File: src/ptap_pkg.sv
// Shared types, constants and lookup functions for the point transform core.
package ptap_pkg;

    localparam int COORD_WIDTH_DEF   = 32;
    localparam int CORDIC_STAGES_DEF = 16;
    localparam int TRIG_W            = 32;
    localparam int TRIG_FRAC         = 30;
    localparam int Q_FRAC            = 16;
    localparam int ANGLE_W           = 16;
    localparam int CFG_INDEX_W       = 3;

    typedef enum logic [1:0] {
        OP_MOVE      = 2'd0,
        OP_TRANSLATE = 2'd1,
        OP_ROTATE    = 2'd2,
        OP_SCALE     = 2'd3
    } op_mode_t;

    typedef enum logic [CFG_INDEX_W-1:0] {
        CFG_OP_MODE    = 3'd0,
        CFG_ARG_X      = 3'd1,
        CFG_ARG_Y      = 3'd2,
        CFG_TURN_ANGLE = 3'd3,
        CFG_PIVOT_X    = 3'd4,
        CFG_PIVOT_Y    = 3'd5
    } cfg_index_t;

    // Arctangent of 2^-i, 2^32 units per turn.
    function automatic logic [TRIG_W-1:0] atan_lut(input int i);
        logic [TRIG_W-1:0] v;
        unique case (i)
            0:  v = 32'd536870912;
            1:  v = 32'd316933406;
            2:  v = 32'd167458907;
            3:  v = 32'd85004756;
            4:  v = 32'd42667331;
            5:  v = 32'd21354465;
            6:  v = 32'd10680862;
            7:  v = 32'd5340245;
            8:  v = 32'd2670163;
            9:  v = 32'd1335087;
            10: v = 32'd667544;
            11: v = 32'd333772;
            12: v = 32'd166886;
            13: v = 32'd83443;
            14: v = 32'd41721;
            15: v = 32'd20860;
            16: v = 32'd10430;
            17: v = 32'd5215;
            18: v = 32'd2607;
            19: v = 32'd1303;
            20: v = 32'd651;
            21: v = 32'd325;
            22: v = 32'd162;
            23: v = 32'd81;
            default: v = '0;
        endcase
        return v;
    endfunction

    // Inverse CORDIC gain in Q2.30 for a given iteration count.
    function automatic logic [TRIG_W-1:0] gain_lut(input int stages);
        logic [TRIG_W-1:0] v;
        unique case (stages)
            8:  v = 32'd652039507;
            9:  v = 32'd652034532;
            10: v = 32'd652033289;
            11: v = 32'd652032978;
            12: v = 32'd652032900;
            13: v = 32'd652032881;
            14: v = 32'd652032876;
            default: v = 32'd652032874;
        endcase
        return v;
    endfunction

endpackage

File: src/ptap_cordic.sv
// Pipelined rotation-mode CORDIC producing cosine and sine of a binary angle.
module ptap_cordic
    import ptap_pkg::*;
#(
    parameter int CORDIC_STAGES = CORDIC_STAGES_DEF
) (
    input  logic                     aclk,
    input  logic                     en,
    input  logic [ANGLE_W-1:0]       angle,
    output logic signed [TRIG_W-1:0] cos_out,
    output logic signed [TRIG_W-1:0] sin_out
);

    logic [1:0]               q_reg [0:CORDIC_STAGES];
    logic signed [TRIG_W-1:0] x_reg [0:CORDIC_STAGES];
    logic signed [TRIG_W-1:0] y_reg [0:CORDIC_STAGES];
    logic signed [TRIG_W-1:0] z_reg [0:CORDIC_STAGES];
    logic signed [TRIG_W-1:0] cos_reg;
    logic signed [TRIG_W-1:0] sin_reg;

    logic [ANGLE_W-1:0] angle_bias;
    logic [1:0]         quad;
    logic [ANGLE_W-1:0] resid;

    // Split the angle into the nearest quarter turn and a residual within one eighth turn.
    always_comb begin
        angle_bias = angle + ANGLE_W'(16'h2000);
        quad       = angle_bias[ANGLE_W-1:ANGLE_W-2];
        resid      = angle - {quad, (ANGLE_W-2)'(0)};
    end

    always_ff @(posedge aclk) begin
        if (en) begin
            q_reg[0] <= quad;
            x_reg[0] <= $signed(gain_lut(CORDIC_STAGES));
            y_reg[0] <= '0;
            z_reg[0] <= $signed({resid, (TRIG_W-ANGLE_W)'(0)});
        end
    end

    for (genvar i = 0; i < CORDIC_STAGES; i++) begin : g_iter
        always_ff @(posedge aclk) begin
            if (en) begin
                q_reg[i+1] <= q_reg[i];
                if (z_reg[i][TRIG_W-1]) begin
                    x_reg[i+1] <= x_reg[i] + (y_reg[i] >>> i);
                    y_reg[i+1] <= y_reg[i] - (x_reg[i] >>> i);
                    z_reg[i+1] <= z_reg[i] + $signed(atan_lut(i));
                end else begin
                    x_reg[i+1] <= x_reg[i] - (y_reg[i] >>> i);
                    y_reg[i+1] <= y_reg[i] + (x_reg[i] >>> i);
                    z_reg[i+1] <= z_reg[i] - $signed(atan_lut(i));
                end
            end
        end
    end

    // Turn the residual result back by the quarter turns.
    always_ff @(posedge aclk) begin
        if (en) begin
            unique case (q_reg[CORDIC_STAGES])
                2'd0: begin
                    cos_reg <= x_reg[CORDIC_STAGES];
                    sin_reg <= y_reg[CORDIC_STAGES];
                end
                2'd1: begin
                    cos_reg <= -y_reg[CORDIC_STAGES];
                    sin_reg <= x_reg[CORDIC_STAGES];
                end
                2'd2: begin
                    cos_reg <= -x_reg[CORDIC_STAGES];
                    sin_reg <= -y_reg[CORDIC_STAGES];
                end
                default: begin
                    cos_reg <= y_reg[CORDIC_STAGES];
                    sin_reg <= -x_reg[CORDIC_STAGES];
                end
            endcase
        end
    end

    assign cos_out = cos_reg;
    assign sin_out = sin_reg;

endmodule

File: config.mk
export PLATFORM = sky130hd
export DESIGN_NAME = ptap_cordic
export DESIGN_NICKNAME = d
export VERILOG_FILES = /design/src/ptap_pkg.sv /design/src/ptap_cordic.sv
export SDC_FILE = /design/constraint.sdc
export NUM_CORES = 2
export LEC_CHECK = 0
export BUFFER_PORTS_ARGS = -buffer_cell sky130_fd_sc_hd__buf_4
export CAP_MARGIN = 20
export CELL_PAD_IN_SITES_DETAIL_PLACEMENT = 1
export CELL_PAD_IN_SITES_GLOBAL_PLACEMENT = 1
export CORE_ASPECT_RATIO = 1.1
export CORE_MARGIN = 5
export CORE_UTILIZATION = 45
export DETAILED_ROUTE_END_ITERATION = 16
export PLACE_DENSITY = 0.7
export SYNTH_ARGS = -nofsm -noshare
export SYNTH_HDL_FRONTEND = slang
export SYNTH_SLANG_ARGS = --single-unit
File: constraint.sdc
create_clock -name aclk -period 17 [get_ports aclk]
set_input_delay 2.55 -clock aclk [delete_from_list [all_inputs] [get_ports aclk]]
set_output_delay 2.55 -clock aclk [all_outputs]
set_load 0.02 [all_outputs]
==> run summary <==
Remaining DRCs: 0
I/O pin cnt: 82
Tightest Pin Transition: 1.20 ns
Cell Rows: 201
Number of port buffers: 81
Via count: 99,000
Count of different cell masters after synthesis: 96
EDFF count, synth: 1,457
FF-to-FF End: y_reg[8][22]
Slew Limit Headroom: 18.9%
Layout Nets: 14,400
CTS sink cnt: 1,457
Sum Neg Setup Slack: 0 ns
Commonest non-fill, non-tap cells in the layout: edfxtp_1, ha_1, a21oi_1
Max FFs per register: 480
Die outline height: 559 um
Worst EP arrival: 9.09 ns
Largest net degree at the start of global routing: 126
# resized after CTS: 0
Clock transition at path regs: 0.07 ns
Post-DRT Antenna Nets: 0
CP Capture Type: flip-flop
Worst min-delay path class: flip-flop to flip-flop
Root buffer cell: clkbuf_16
Hold Buf Count CTS: 0
FF-to-FF Start: x_reg[7][10]
CP required: 17.58 ns
Routed len/inst: 21.9 um
Clk_skew: 0.0556 ns
Worst Hold End: q_reg[3][0]
Worst skew pair latency: 0.86 ns
R2R cell count: 16
Final hold viol count: 0
Final worst path period need: 8.51 ns
Cell area after synthesis: 0.123 mm2
Die Area: 0.284 mm2
DP Area: 0.128 mm2
Post-Syn Instances: 12,900
Endpoints failing setup: 0
Hold Slack: 0.416 ns
Core Region: 0.273 mm2
Status: finished clean
Worst reg2reg setup slack: 11.02 ns
Aggregate global-route resource usage: 25.0%
Initial DRC count: 5,136
Share of post-route cells with drive strength above 1: 4.67%
Pre-Repair DR Iteration Count: 7
Final period util: 50.1%
Initial core utilization: 45.2%
CTS buffer count: 185
Async S/R FF share, synth: 0%
CTS tree: done
Fin area: 0.134 mm2
Via density: 5.91
First-pass GRT wire length: 579 mm
CP Launch Type: input port
Max Fanout on Critical Path: 125
Fmax: 117 MHz
GP Congestion: 0.907
Final core utilization: 49.2%
Kind of critical path: input port to flip-flop
RSZ-0062 raised after global routing: false
GRT Residual Overflow: 0
Initial antenna violation count: 5
HPWL after DPL: 292 mm
Yosys reg bits: 1,457
# Max-Cap Violations: 0
Maximum clock path buffer count: 4
Fin. max-slew vios: 0
Synth Warn #: 0
Most common cell after layout, fill and taps aside: edfxtp_1
WL final: 366 mm
Post-Synthesis Net Count: 14,300
Post-synthesis sequential area ratio: 35.5%
Synth Flop Type: edfxtp_1
H-tree depth: 4
Die Width: 509 um
Hold Crit Start: q_reg[2][0]
Syn avg cell area: 9.58 um2
Synth-to-Final Area Change: 8.77%
Setup Fix Bufs, Post-CTS: 0
Number of global-route vias before repair: 103,000
Hold Path Depth: 0
## stage by stage
step / std cells / setup slack (ns)
floorplan: 12900 / 9.68
global placement: 16400 / 7.70
detailed placement: 16400 / 7.59
CTS: 16700 / 8.47
global route: 16700 / 7.99
finish: 16700 / 8.49
## worst max-delay path: stages
cell and delay [ns]:
buf_16 0.30, buf_4 0.57, buf_12 0.49, nand2b_1 0.10, buf_4 0.27, inv_1 0.59
buf_4 0.49, nor2_1 0.10, xor2_1 0.17, ha_1 0.36, a211oi_1 0.37, o21ai_1 0.19
a2111o_1 0.42, and3b_1 0.19, o21ai_1 0.36, a21boi_1 0.17, nand3_1 0.16, a41oi_1 0.19
o41ai_1 0.47, xnor2_1 0.13
## cell type report
class	count	area, um2
Inverter	530	1990
Clock inverter	112	1220
Multi-Input combinational cell	10600	76500
Fill cell	30800	139000
Sequential cell	1457	43800
Timing Repair Buffer	148	1150
Tap cell	3654	4570
Clock buffer	211	4770
Antenna cell	4	10.0
## synth_stat cells, types with 27 or more instances
cell type  number  area (um2)
o21ai_0       702        3510
o31a_1         39         342
a31oi_1       125         782
nand3b_1       27         203
mux2_2         39         439
o41ai_1        64         561
a31o_2         37         324
xnor2_1      1157       10100
o21a_1        191        1430
inv_1         523        1960
a2111oi_0      36         315
a21oi_1      1233        6170
fa_1           42         841
a211o_1        36         315
buf_1          31         116
nand2_1       732        2750
and2_1         63         394
edfxtp_1     1457       43800
o211ai_1       62         465
nor3b_1        27         203
a211oi_1      123         923
nand3_1       244        1220
nor4_1         83         519
mux2i_1        84         841
a221oi_1       33         289
nand4_1       116         726
nor3_1        306        1530
clkbuf_1      217         815
o21bai_1      145        1090
ha_1         1396       17500
o21ai_1        78         390
xor2_1        600        5260
o31ai_1       141        1060
nor2_1       1010        3790
and3_1        111         694
or4_1          50         375
nand2b_1      193        1210
a21boi_0       33         248
a21o_1        571        4290
or3_1         116         726
or2_2          54         338
nor2b_1       163        1020
## cells by family (layout without fill, tap and decap cells)
family,Yosys count,count (layout),share of synthesized area (%)
adder cells (fa/ha/maj),1438,1438,14.9
AO/OA/AOI/OAI,3917,3917,20.3
multiplexers,125,125,1.08
flip-flops,1457,1457,35.5
XOR/XNOR,1758,1758,12.5
other,0,4,0
AND/OR/NAND/NOR,3383,3383,13.4
buffers and inverters,779,1001,2.37
## how the worst max path moves through the flow
stage | depth (start not counted) | to | slack [ns] | startpoint
finish | 20 | y_reg[14][30] | 8.49 | en
global route | 19 | y_reg[6][25] | 7.99 | en
CTS | 19 | y_reg[6][29] | 8.47 | en
detailed placement | 19 | y_reg[6][29] | 7.59 | en
global placement | 19 | y_reg[6][25] | 7.70 | en
floorplan | 17 | x_reg[9][30] | 9.68 | en
## metal layers
metal / part of all wire (%) / global-route usage (%)
met2: 51 / 46.3
met1: 43 / 30.7
met4: 3.1 / 7.35
met3: 2.9 / 2.28
met5: 0 / 0
Power is left out: the tool's default activity adds up to more than one toggle a clock period on the data nets, which glitch-free logic cannot reach.
